### config.mk
export PLATFORM = sky130hd
export DESIGN_NAME = double_tap_control_key_detector
export DESIGN_NICKNAME = d
export VERILOG_FILES = /design/src/hw/rtl/dtck_pkg.sv /design/src/hw/rtl/dtck_core.sv /design/src/hw/rtl/double_tap_control_key_detector.sv
export VERILOG_INCLUDE_DIRS = /design/src /design/src/hw/rtl
export SDC_FILE = /design/constraint.sdc
export NUM_CORES = 1
export LEC_CHECK = 0
export BUFFER_PORTS_ARGS = -buffer_cell sky130_fd_sc_hd__buf_2
export CAP_MARGIN = 0
export CORE_ASPECT_RATIO = 1.2
export CORE_MARGIN = 2
export CORE_UTILIZATION = 60
export CTS_CLUSTER_DIAMETER = 40
export DETAILED_ROUTE_END_ITERATION = 10
export PLACE_DENSITY = 0.89
export SLEW_MARGIN = 20
export SYNTH_ARGS = -nofsm -noshare
export SYNTH_HDL_FRONTEND = slang
export SYNTH_SLANG_ARGS = --single-unit
### constraint.sdc
create_clock -name clk -period 8.25 [get_ports clk]
set_input_delay 0 -clock clk [delete_from_list [all_inputs] [get_ports clk]]
set_output_delay 0 -clock clk [all_outputs]
set_load 0.05 [all_outputs]
### src/hw/rtl/double_tap_control_key_detector_assert.svh
// ----------------------------------------------------------------------------
// double tap detector assertion macros
// concurrent checks that can be compiled out with NO_ASSERTIONS
// ----------------------------------------------------------------------------
`ifndef DOUBLE_TAP_CONTROL_KEY_DETECTOR_ASSERT_SVH
`define DOUBLE_TAP_CONTROL_KEY_DETECTOR_ASSERT_SVH

`ifndef NO_ASSERTIONS
// check outside reset
`define DTCK_ASSERT(label, prop) \
  label: assert property (@(posedge clk) disable iff (rst) prop) \
    else $error("dtck assertion failed");
// check that also covers the reset cycles
`define DTCK_ASSERT_RST(label, prop) \
  label: assert property (@(posedge clk) prop) \
    else $error("dtck reset assertion failed");
`else
`define DTCK_ASSERT(label, prop)
`define DTCK_ASSERT_RST(label, prop)
`endif

`endif

### src/hw/rtl/dtck_pkg.sv
// ----------------------------------------------------------------------------
// dtck_pkg
// shared constants and types of the double tap control key detector
// ----------------------------------------------------------------------------
`timescale 1ns / 1ps
`default_nettype none

package dtck_pkg;

  localparam int TIME_BITS = 32;
  localparam int IN_TIME_W = 32;
  localparam int CFG_W     = 16;

  // key codes
  localparam logic [1:0] KEY_OTHER = 2'd0;
  localparam logic [1:0] KEY_LEFT  = 2'd1;
  localparam logic [1:0] KEY_RIGHT = 2'd2;

  // side select codes
  localparam logic [1:0] SIDE_LEFT   = 2'd0;
  localparam logic [1:0] SIDE_RIGHT  = 2'd1;
  localparam logic [1:0] SIDE_EITHER = 2'd2;

  // command codes
  localparam logic CMD_KEY   = 1'b0;
  localparam logic CMD_MOUSE = 1'b1;

  // register indexes
  localparam logic [1:0] REG_SIDE     = 2'd0;
  localparam logic [1:0] REG_MIN      = 2'd1;
  localparam logic [1:0] REG_MAX      = 2'd2;
  localparam logic [1:0] REG_COOLDOWN = 2'd3;

  // register reset values
  localparam logic [1:0]       SIDE_RESET     = SIDE_EITHER;
  localparam logic [CFG_W-1:0] MIN_RESET      = 16'd50;
  localparam logic [CFG_W-1:0] MAX_RESET      = 16'd400;
  localparam logic [CFG_W-1:0] COOLDOWN_RESET = 16'd500;

  typedef struct packed {
    logic                 mouse_held;
    logic                 other_key_held;
    logic [IN_TIME_W-1:0] time_ms;
    logic                 is_repeat;
    logic                 is_press;
    logic [1:0]           key_code;
    logic                 command;
  } evt_t;

  typedef struct packed {
    logic [1:0]       side_select;
    logic [CFG_W-1:0] min_interval_ms;
    logic [CFG_W-1:0] max_interval_ms;
    logic [CFG_W-1:0] cool_period;
  } cfg_t;

endpackage

`default_nettype wire

### src/hw/rtl/dtck_core.sv
// ----------------------------------------------------------------------------
// dtck_core
// tap state machine: phase, candidate key, first press time, cooldown end
// ----------------------------------------------------------------------------
`timescale 1ns / 1ps
`default_nettype none

`include "double_tap_control_key_detector_assert.svh"

module dtck_core
  import dtck_pkg::*;
(
  input  wire logic clk,
  input  wire logic rst,
  input  wire logic clear,
  input  wire logic step,
  input  wire evt_t ev,
  input  wire cfg_t cfg,
  output logic      tap
);

  localparam logic [1:0] PH_IDLE = 2'd0;
  localparam logic [1:0] PH_DOWN = 2'd1;
  localparam logic [1:0] PH_UP   = 2'd2;
  localparam logic [1:0] PH_TRIG = 2'd3;

  logic [1:0]           phase;
  logic [1:0]           phase_next;
  logic [1:0]           candidate;
  logic [1:0]           candidate_next;
  logic [TIME_BITS-1:0] first_press_time;
  logic [TIME_BITS-1:0] first_press_time_next;
  logic [TIME_BITS-1:0] cooldown_end;
  logic [TIME_BITS-1:0] cooldown_end_next;

  logic [TIME_BITS-1:0] t;
  logic [TIME_BITS-1:0] gap;
  logic [TIME_BITS:0]   end_sum;
  logic [TIME_BITS-1:0] end_sat;
  logic                 key_ok;
  logic                 in_window;

  assign t       = TIME_BITS'(ev.time_ms);
  assign gap     = t - first_press_time;
  assign end_sum = {1'b0, t} + (TIME_BITS + 1)'(cfg.cool_period);
  assign end_sat = end_sum[TIME_BITS] ? '1 : end_sum[TIME_BITS-1:0];

  assign key_ok = ((ev.key_code == KEY_LEFT) &&
                   ((cfg.side_select == SIDE_LEFT) || (cfg.side_select == SIDE_EITHER))) ||
                  ((ev.key_code == KEY_RIGHT) &&
                   ((cfg.side_select == SIDE_RIGHT) || (cfg.side_select == SIDE_EITHER)));

  assign in_window = (gap >= TIME_BITS'(cfg.min_interval_ms)) &&
                     (gap <= TIME_BITS'(cfg.max_interval_ms));

  always_comb begin
    phase_next            = phase;
    candidate_next        = candidate;
    first_press_time_next = first_press_time;
    cooldown_end_next     = cooldown_end;
    tap                   = 1'b0;
    if ((ev.command == CMD_MOUSE) || !key_ok) begin
      phase_next            = PH_IDLE;
      candidate_next        = KEY_OTHER;
      first_press_time_next = '0;
    end else if (ev.is_repeat) begin
      // autorepeat leaves everything as is
    end else if (ev.other_key_held || ev.mouse_held || (t < cooldown_end)) begin
      phase_next            = PH_IDLE;
      candidate_next        = KEY_OTHER;
      first_press_time_next = '0;
    end else begin
      case (phase)
        PH_IDLE: begin
          if (ev.is_press) begin
            phase_next            = PH_DOWN;
            candidate_next        = ev.key_code;
            first_press_time_next = t;
          end
        end
        PH_DOWN: begin
          if (ev.key_code != candidate) begin
            phase_next            = PH_IDLE;
            candidate_next        = KEY_OTHER;
            first_press_time_next = '0;
          end else if (!ev.is_press) begin
            phase_next = PH_UP;
          end
        end
        PH_UP: begin
          if (ev.is_press) begin
            if ((ev.key_code == candidate) && in_window) begin
              phase_next        = PH_TRIG;
              cooldown_end_next = end_sat;
              tap               = 1'b1;
            end else begin
              phase_next            = PH_DOWN;
              candidate_next        = ev.key_code;
              first_press_time_next = t;
            end
          end
        end
        default: begin
          if ((ev.key_code == candidate) && !ev.is_press) begin
            phase_next = PH_IDLE;
          end
        end
      endcase
    end
  end

  always_ff @(posedge clk) begin
    if (rst || clear) begin
      phase            <= PH_IDLE;
      candidate        <= KEY_OTHER;
      first_press_time <= '0;
      cooldown_end     <= '0;
    end else if (step) begin
      phase            <= phase_next;
      candidate        <= candidate_next;
      first_press_time <= first_press_time_next;
      cooldown_end     <= cooldown_end_next;
    end
  end

  `DTCK_ASSERT_RST(a_reset_idle, rst |=> (phase == PH_IDLE) && (candidate == KEY_OTHER))
  `DTCK_ASSERT(a_tap_from_up, (step && tap && !clear) |=> (phase == PH_TRIG))
  `DTCK_ASSERT(a_tap_needs_up, tap |-> (phase == PH_UP))
  `DTCK_ASSERT(a_cand_valid, (phase != PH_IDLE) |-> (candidate[1] ^ candidate[0]))
  `DTCK_ASSERT(a_cooldown_hold, (!rst && !clear && !(step && tap)) |=> $stable(cooldown_end))

endmodule

`default_nettype wire

### src/hw/rtl/double_tap_control_key_detector.sv
// path: an accepted item is held in the input register, then in the result register
// throughput: one item per cycle while the result is not stalled; the tap state updates once per item
// a stalled result register holds one item while the input register takes the next
// reset: synchronous active high rst clears state and both stages, loads register defaults
// a config write also clears the tap state, keeping the other registers
// ----------------------------------------------------------------------------
// double_tap_control_key_detector
// detects a double tap of a control key within a configured interval window
// ----------------------------------------------------------------------------
`timescale 1ns / 1ps
`default_nettype none

module double_tap_control_key_detector
  import dtck_pkg::*;
(
  input  wire logic             clk,
  input  wire logic             rst,
  input  wire logic             s_axis_tvalid,
  output logic                  s_axis_tready,
  // key_code[1:0], is_press[2], is_repeat[3], time_ms[35:4], other_key_held[36],
  // mouse_held[37], zero[39:38]
  input  wire logic [39:0]      s_axis_tdata,
  // command[0]
  input  wire logic [0:0]       s_axis_tuser,
  output logic                  m_axis_tvalid,
  input  wire logic             m_axis_tready,
  // double_tap[0], zero[7:1]
  output logic [7:0]            m_axis_tdata,
  input  wire logic             cfg_we,
  input  wire logic [1:0]       cfg_index,
  input  wire logic [CFG_W-1:0] cfg_data
);

  cfg_t cfg;
  evt_t in_ev;
  evt_t in_ev_next;
  logic in_valid;
  logic out_valid;
  logic out_tap;
  logic advance;
  logic tap;

  assign in_ev_next.command        = s_axis_tuser[0];
  assign in_ev_next.key_code       = s_axis_tdata[1:0];
  assign in_ev_next.is_press       = s_axis_tdata[2];
  assign in_ev_next.is_repeat      = s_axis_tdata[3];
  assign in_ev_next.time_ms        = s_axis_tdata[35:4];
  assign in_ev_next.other_key_held = s_axis_tdata[36];
  assign in_ev_next.mouse_held     = s_axis_tdata[37];

  assign advance       = in_valid && (!out_valid || m_axis_tready);
  assign s_axis_tready = !in_valid || advance;
  assign m_axis_tvalid = out_valid;
  assign m_axis_tdata  = {7'd0, out_tap};

  always_ff @(posedge clk) begin
    if (rst) begin
      cfg.side_select     <= SIDE_RESET;
      cfg.min_interval_ms <= MIN_RESET;
      cfg.max_interval_ms <= MAX_RESET;
      cfg.cool_period     <= COOLDOWN_RESET;
    end else if (cfg_we) begin
      case (cfg_index)
        REG_SIDE:     cfg.side_select     <= cfg_data[1:0];
        REG_MIN:      cfg.min_interval_ms <= cfg_data;
        REG_MAX:      cfg.max_interval_ms <= cfg_data;
        REG_COOLDOWN: cfg.cool_period     <= cfg_data;
        default: begin
        end
      endcase
    end
  end

  always_ff @(posedge clk) begin
    if (rst) begin
      in_valid <= 1'b0;
    end else if (s_axis_tready) begin
      in_valid <= s_axis_tvalid;
    end
  end

  always_ff @(posedge clk) begin
    if (s_axis_tready && s_axis_tvalid) begin
      in_ev <= in_ev_next;
    end
  end

  always_ff @(posedge clk) begin
    if (rst) begin
      out_valid <= 1'b0;
    end else if (advance) begin
      out_valid <= 1'b1;
    end else if (m_axis_tready) begin
      out_valid <= 1'b0;
    end
  end

  always_ff @(posedge clk) begin
    if (advance) begin
      out_tap <= tap;
    end
  end

  dtck_core u_core (
    .clk   (clk),
    .rst   (rst),
    .clear (cfg_we),
    .step  (advance),
    .ev    (in_ev),
    .cfg   (cfg),
    .tap   (tap)
  );

endmodule

`default_nettype wire

Yosys cells after proc, flatten, opt, wreduce, memory -nomap -nowiden
Cells that the tools add are included.
{"block": "totals", "regBits": 160, "word_cells": 109}
{"block": "op_classes", "eq_ne": 17, "bitwise": 5, "reduce_logical": 34, "muxes": 30, "addsub": 2, "order_cmp": 3}
{"operator": "2-to-1 mux 32 bit", "n": 8}
{"operator": "case mux 32 bit (3 select lines)", "n": 1}
{"operator": "adder 32 x 16 -> 33 bit", "n": 1}
{"operator": "greater-or-equal comparator 32 x 16 -> 1 bit", "n": 1}
{"operator": "<= comparator 32 x 16 -> 1 bit", "n": 1}
{"operator": "< comparator 32 bit", "n": 1}
{"operator": "2-to-1 mux 2 bit", "n": 16}
{"operator": "subtractor 32 bit", "n": 1}
{"operator": "AND reduction 7 bit", "n": 2}
{"operator": "inequality test 4 x 2 -> 1 bit, second input constant", "n": 3}
{"operator": "case mux 2 bit (3 select lines)", "n": 2}
{"operator": "== test 2 bit, second input constant", "n": 5}
{"operator": "logical OR 1 bit", "n": 9}
{"operator": "== test 2 x 1 -> 1 bit, second input constant", "n": 4}
{"operator": "AND reduction 2 bit", "n": 4}
{"operator": "logical AND 1 bit", "n": 7}
{"operator": "zero test 2 bit", "n": 3}
{"operator": "AND reduction 6 bit", "n": 1}
{"operator": "nonzero test 6 bit", "n": 1}
{"operator": "inequality test 5 x 2 -> 1 bit, second input constant", "n": 1}
{"operator": "NOT 1 bit", "n": 5}
{"operator": "nonzero test 5 bit", "n": 1}
{"operator": "OR reduction 5 bit", "n": 1}
{"operator": "zero test 1 bit", "n": 4}
{"operator": "other kinds (6)", "n": 8}

Logic depth before layout (Yosys ltp)
{"block": "depth", "ltp_word": 10, "depth_mapped": 22, "mapped_depth_nobuf": 20}

Hierarchy
From an unflattened synthesis, not the netlist that was laid out.
{"block": "unflattened", "cells_unflattened": 1254, "area_unflattened_um2": 11010.6}
{"mod": "dtck_core", "seq_area_each_um2": 1361.3, "instances": 1, "cells_per_inst": 1002, "area_each_um2": 7613.6}
{"mod": "double_tap_control_key_detector", "seq_area_each_um2": 2242.2, "instances": 1, "cells_per_inst": 252, "area_each_um2": 3397.0}

Worst setup path after synthesis
OpenSTA, ideal clock, no wires.
{"block": "synth_timing", "kind": "register -> register", "startpoint": "register in_ev[5] (netlist bit)", "endpoint": "register u_core.cooldown_end[21]", "n_path_buf": 2, "setup_slack_ps": 3328, "t_arrival_ps": 4801, "setup_time_ps": 120, "synth_period_minus_slack_ps": 4922, "path_stages_with_launch": 22, "t_required_ps": 8130, "cell_sequence": "edfxtp_1 inv_1 ha_1 fa_1 nand2b_1 a21oi_2 o21ai_1 o21a_1 xnor2_1 ha_1 nand4_1 or4_1 nor4_1 a41oi_1 a211oi_1 o2111ai_1 nor4b_4 nand4_1 buf_2 buf_2 nor3_1 a21oi_1"}
{"block": "synth_via", "elab_chain_cells": 5, "word_cells_on_any_way": 11, "classes_between": "add/sub (2); order compare (3); mux (1); bitwise (1); reduce/logical (4)"}
{"element": "start: declaration", "line": "double_tap_control_key_detector.sv:35", "rtl": "evt_t in_ev;"}
{"element": "start signal: assignment", "line": "double_tap_control_key_detector.sv:84", "rtl": "in_ev <= in_ev_next;"}
{"element": "subtractor 32 bit", "line": "dtck_core.sv:44", "rtl": "assign gap = t - first_press_time;"}
{"element": "greater-or-equal comparator 32 x 16 -> 1 bit or <= comparator 32 x 16 -> 1 bit (tied branches)", "line": "dtck_core.sv:53, dtck_core.sv:54"}
{"element": "logical AND 1 bit", "line": "dtck_core.sv:53", "rtl": "assign in_window = (gap >= TIME_BITS'(cfg.min_interval_ms)) &&"}
{"element": "logical AND 1 bit", "line": "dtck_core.sv:92", "rtl": "if ((ev.key_code == candidate) && in_window) begin"}
{"element": "AND reduction 7 bit (no source line)"}
{"element": "end signal: assignment", "line": "dtck_core.sv:122", "rtl": "cooldown_end <= cooldown_end_next;"}
{"element": "end: declaration", "line": "dtck_core.sv:33", "rtl": "logic [TIME_BITS-1:0] cooldown_end;"}
Several ways; a longest one is shown, not always the timed one.
A chain may end at the register's enable or synchronous reset.

Worst setup path after layout
{"block": "layout_timing", "startpoint": "register in_ev[5] (netlist bit)", "endpoint": "register u_core.cooldown_end[1]"}
The elaborated chain is that of the path after synthesis.

==> report_table.html <==
<table>
<tr><th>Metric</th><th>Value</th></tr>
<tr><th colspan="2">Status</th></tr>
<tr><td>Outcome</td><td>finished clean</td></tr>
<tr><th colspan="2">CTS</th></tr>
<tr><td>Maximum level of the CTS H-tree</td><td>4</td></tr>
<tr><td>CTS tree</td><td>yes</td></tr>
<tr><td>Maximum clock path buffer count</td><td>2</td></tr>
<tr><td>Clock latency at the later pin of the worst-skew pair</td><td>around 0.44 ns</td></tr>
<tr><td>Number of buffers inserted during clock tree synthesis</td><td>17</td></tr>
<tr><td>Clk sinks</td><td>160</td></tr>
<tr><td>Post-cts resize count</td><td>0</td></tr>
<tr><td>Clock-pin slew on the worst setup and hold paths</td><td>~0.060 ns</td></tr>
<tr><td>CTS Root Buffer Type</td><td>clkbuf_16</td></tr>
<tr><th colspan="2">Synthesis</th></tr>
<tr><td>Synthesis warning total</td><td>0</td></tr>
<tr><td>Ys async rst share</td><td>0%</td></tr>
<tr><td>Area share of the largest cell type after synthesis</td><td>roughly 22%</td></tr>
<tr><td>Number of storage elements in the synthesis netlist</td><td>160</td></tr>
<tr><td>Average size of a mapped cell</td><td>roughly 8 um^2</td></tr>
<tr><td>Commonest register cell after synthesis</td><td>dfxtp_1</td></tr>
<tr><td>Sequential cell area fraction in the yosys report</td><td>about a third</td></tr>
<tr><td>Library cell with the largest summed area after synthesis</td><td>dfxtp_1</td></tr>
<tr><td>Number of flops mapped to enable cells by yosys</td><td>40</td></tr>
<tr><td>Post-synth cell types</td><td>73</td></tr>
<tr><td>Biggest area contributors in the synthesized netlist</td><td>dfxtp_1, ha_1, edfxtp_1</td></tr>
<tr><td>Post-synthesis cell area</td><td>roughly 11000 um^2</td></tr>
<tr><td>Synthesized instance count</td><td>approximately 1400</td></tr>
<tr><th colspan="2">Route</th></tr>
<tr><td>Final wirelength</td><td>about 31000 um</td></tr>
<tr><td>DR iter-0 viols</td><td>around 1000</td></tr>
<tr><td>Routed len/inst</td><td>between 15 and 20 um</td></tr>
<tr><td>Router iterations before antenna repair</td><td>6</td></tr>
<tr><td>Ratio of routed vias to standard cells</td><td>6.451</td></tr>
<tr><td>Via count</td><td>around 11000</td></tr>
<tr><td>Post-detailed-route count of antenna-violating nets</td><td>0</td></tr>
<tr><td>Residual DRC count</td><td>0</td></tr>
<tr><th colspan="2">Global route</th></tr>
<tr><td>Number of global-route vias before repair</td><td>about 10000</td></tr>
<tr><td>Number of antenna violations at the first check in global routing</td><td>0</td></tr>
<tr><td>Total routing usage reported by global routing</td><td>32.06%</td></tr>
<tr><td>Total global routing overflow</td><td>0</td></tr>
<tr><td>Wire length of the first global-routing pass</td><td>about 50000 um</td></tr>
<tr><td>Pin count of the biggest net entering global routing</td><td>71</td></tr>
<tr><th colspan="2">STA</th></tr>
<tr><td>Unrepaired setup endpoints after global routing</td><td>no</td></tr>
<tr><td>Count of final setup violators</td><td>0</td></tr>
<tr><td>Accumulated negative setup slack</td><td>0 ns</td></tr>
<tr><td>Min cycle time layout</td><td>6.454 ns</td></tr>
<tr><td>Worst clock skew</td><td>around 0.017 ns</td></tr>
<tr><td>Worst path setup slack after routing</td><td>roughly 1.8 ns</td></tr>
<tr><td>Final period util</td><td>78.23%</td></tr>
<tr><td>Max Fclk</td><td>about 150 MHz</td></tr>
<tr><td>Actual slew at the worst max-slew pin</td><td>1.127 ns</td></tr>
<tr><td>Headroom to the max-slew limit</td><td>about a quarter</td></tr>
<tr><td>Number of pins exceeding their max-slew limit in the final report</td><td>0</td></tr>
<tr><td>Final hold violations</td><td>0</td></tr>
<tr><th colspan="2">Place</th></tr>
<tr><td>Placed instance count</td><td>between 1500 and 2000</td></tr>
<tr><td>Number of I/O port buffers</td><td>between 60 and 70</td></tr>
<tr><td>Area of placed instances</td><td>~11000 um^2</td></tr>
<tr><td>HPWL reported at the end of detailed placement</td><td>21120 um</td></tr>
<tr><td>Placer congestion estimate</td><td>~0.99</td></tr>
<tr><td>Pre-CTS setup slack</td><td>1.974 ns</td></tr>
<tr><th colspan="2">Die</th></tr>
<tr><td>Die width</td><td>~130 um</td></tr>
<tr><td>Placeable core region</td><td>between 15000 and 20000 um^2</td></tr>
<tr><td>Number of placement rows</td><td>54</td></tr>
<tr><td>Num ports</td><td>74</td></tr>
<tr><td>Initial core utilization</td><td>61.09%</td></tr>
<tr><td>Die height</td><td>152.7 um</td></tr>
<tr><td>Die footprint</td><td>~20000 um^2</td></tr>
<tr><th colspan="2">Worst setup path</th></tr>
<tr><td>Biggest fanout along the worst timing path</td><td>31</td></tr>
<tr><td>Count of buffer and inverter cells on the critical path</td><td>3</td></tr>
<tr><td>Data arrival, critical path</td><td>approximately 6.8 ns</td></tr>
<tr><td>Type of the setup path with the least slack</td><td>reg -&gt; reg</td></tr>
<tr><td>Capturing element type of the critical path</td><td>flop</td></tr>
<tr><td>Category of the worst setup path launch point</td><td>flop</td></tr>
<tr><td>Required time of the critical path</td><td>roughly 8.6 ns</td></tr>
<tr><td>Top cell family by delay on the critical path</td><td>simple AND/OR/NAND/NOR gates</td></tr>
<tr><td>Worst-path cell chain</td><td>inv_1 &gt; ha_1 &gt; fa_1 &gt; nand2b_1 &gt; a21oi_2 &gt; o21ai_1 &gt; o21a_1 &gt; xnor2_1 &gt; ha_1 &gt; nand4_1 &gt; or4_1 &gt; nor4_1 &gt; a41oi_1 &gt; a211oi_1 &gt; o2111ai_1 &gt; nor4b_4 &gt; buf_4 &gt; nand4_1 &gt; buf_4 &gt; or3_1 &gt; o21a_1</td></tr>
<tr><td>Cell with the largest stage delay on the worst path</td><td>nor4b_4</td></tr>
<tr><td>Largest incremental delay on the critical path</td><td>roughly 0.96 ns</td></tr>
<tr><th colspan="2">Cells and area</th></tr>
<tr><td>Area taken by multi-input logic gates</td><td>around 6700 um^2</td></tr>
<tr><td>Diode count</td><td>0</td></tr>
<tr><td>Commonest cells after routing, fill and taps aside</td><td>nand2_1, a21oi_1, dfxtp_1, inv_1, ha_1</td></tr>
<tr><td>Synth-to-layout area growth</td><td>14.27%</td></tr>
<tr><td>Area of all placed cells without fillers</td><td>between 10000 and 15000 um^2</td></tr>
<tr><td>Total area of sequential cells</td><td>3603 um^2</td></tr>
<tr><td>Post-layout instance count excluding filler cells</td><td>approximately 1700</td></tr>
<tr><td>Most common cell after layout, fill and taps aside</td><td>nand2_1</td></tr>
<tr><td># nets final</td><td>1605</td></tr>
<tr><td>Fill count</td><td>around 1400</td></tr>
<tr><td>Layout cell share with drive strength beyond 1</td><td>10.83%</td></tr>
<tr><th colspan="2">Flow run</th></tr>
<tr><td>Max cap viols</td><td>0</td></tr>
<tr><th colspan="2">Power</th></tr>
<tr><td>IR Drop Worst-Case VDD</td><td>~0.14 mV</td></tr>
<tr><td>Static leakage</td><td>a little under 5 nW</td></tr>
<tr><td>Total power density per cell area</td><td>approximately 170 nW/um^2</td></tr>
<tr><th colspan="2">Min path</th></tr>
<tr><td>Hold/Removal Path Class</td><td>in -&gt; reg</td></tr>
</table>
metal layers:
| layer | routed length, um | GRT usage (%) |
|---|---|---|
| met3 | 1846 | 5.653 |
| met4 | 2012 | 20.62 |
| met5 | 0 | 0 |
| met1 | 11830 | 35.84 |
| met2 | 15780 | 55.64 |
sequential cells by signal, summed over array words and instances (netlist names):
register	cells
cfg	50
in_ev	39
in_valid	1
m_axis_tvalid	1
out_tap	1
u_core.candidate	2
u_core.cooldown_end	32
u_core.first_press_time	32
u_core.phase	2
final timing paths:
| check | start | endpoint | slack [ns] | cells after the start |
|---|---|---|---|---|
| max | in_ev[5]$_DFFE_PP_ | u_core.cooldown_end[1]$_SDFFE_PP0P_ | 1.80 | 21 |
| max reg2reg | in_ev[5]$_DFFE_PP_ | u_core.cooldown_end[1]$_SDFFE_PP0P_ | 1.80 | 21 |
| min | cfg_index[1] | cfg[48]$_SDFFE_PP0P_ | 0.07 | 4 |
| min reg2reg | cfg[41]$_SDFFE_PP0P_ | cfg[41]$_SDFFE_PP0P_ | 0.45 | 2 |
tightest hold or removal path: stages:
cell,delay (ns)
buf_2,0.15
nor3b_1,0.11
a21oi_1,0.15
nor2_1,0.04
synth_stat cells (all sizes together), types with 15 or more instances:
master and number:
inv 119, nand3 25, nor3 40, o211ai 20, o21a 15, a211oi 16, xor2 21, clkbuf 52
edfxtp 40, buf 30, o21ai 40, a31o 35, o32ai 30, nor2 61, a21oi 138, nand2b 16
ha 112, nand2 173, dfxtp 120, a21o 16, nand4 53, xnor2 26
through the flow:
step,total power (W),utilization [%],hold slack (ns)
global route,0.002159,69.81,0.08877
floorplan,0.001111,-,0.09887
CTS,0.002085,69.80,0.02781
detailed placement,0.001206,62.98,0.1781
finish,0.002091,69.81,0.07230
global placement,0.001195,62.98,0.1761
power by group:
group          switching, W  total (W)  internal, W
clock network      0.000353   0.000866     0.000513
registers         0.0000272   0.000855     0.000827
logic              0.000225   0.000371     0.000146
total              0.000605    0.00209      0.00149
logic make-up after synthesis:
family / Yosys count / share of synthesized area, %
other: 1 / 0.03390
flip-flops: 160 / 32.58
AND/OR/NAND/NOR: 454 / 20.43
adder cells (fa/ha/maj): 114 / 13.03
AO/OA/AOI/OAI: 368 / 22.31
buffers and inverters: 201 / 7.443
XOR/XNOR: 47 / 3.721
multiplexers: 5 / 0.4638
layout make-up:
cell class              count  share of cell area, %
flip-flops and latches    160                  28.51
clock inverters            14                  1.613
inverters                 119                  3.534
clock buffers              18                  3.395
multi-input cells         995                  52.86
well taps                 224                  2.217
repair buffers            134                  7.879
repair_timing:
item                                   in CTS  in global routing
endpoints found under the hold margin      91                  0
hold buffers                               60                  0
buffers inserted                            0                  0
setup endpoints to repair                   0                  0
Power figures use the tool's default switching activity.
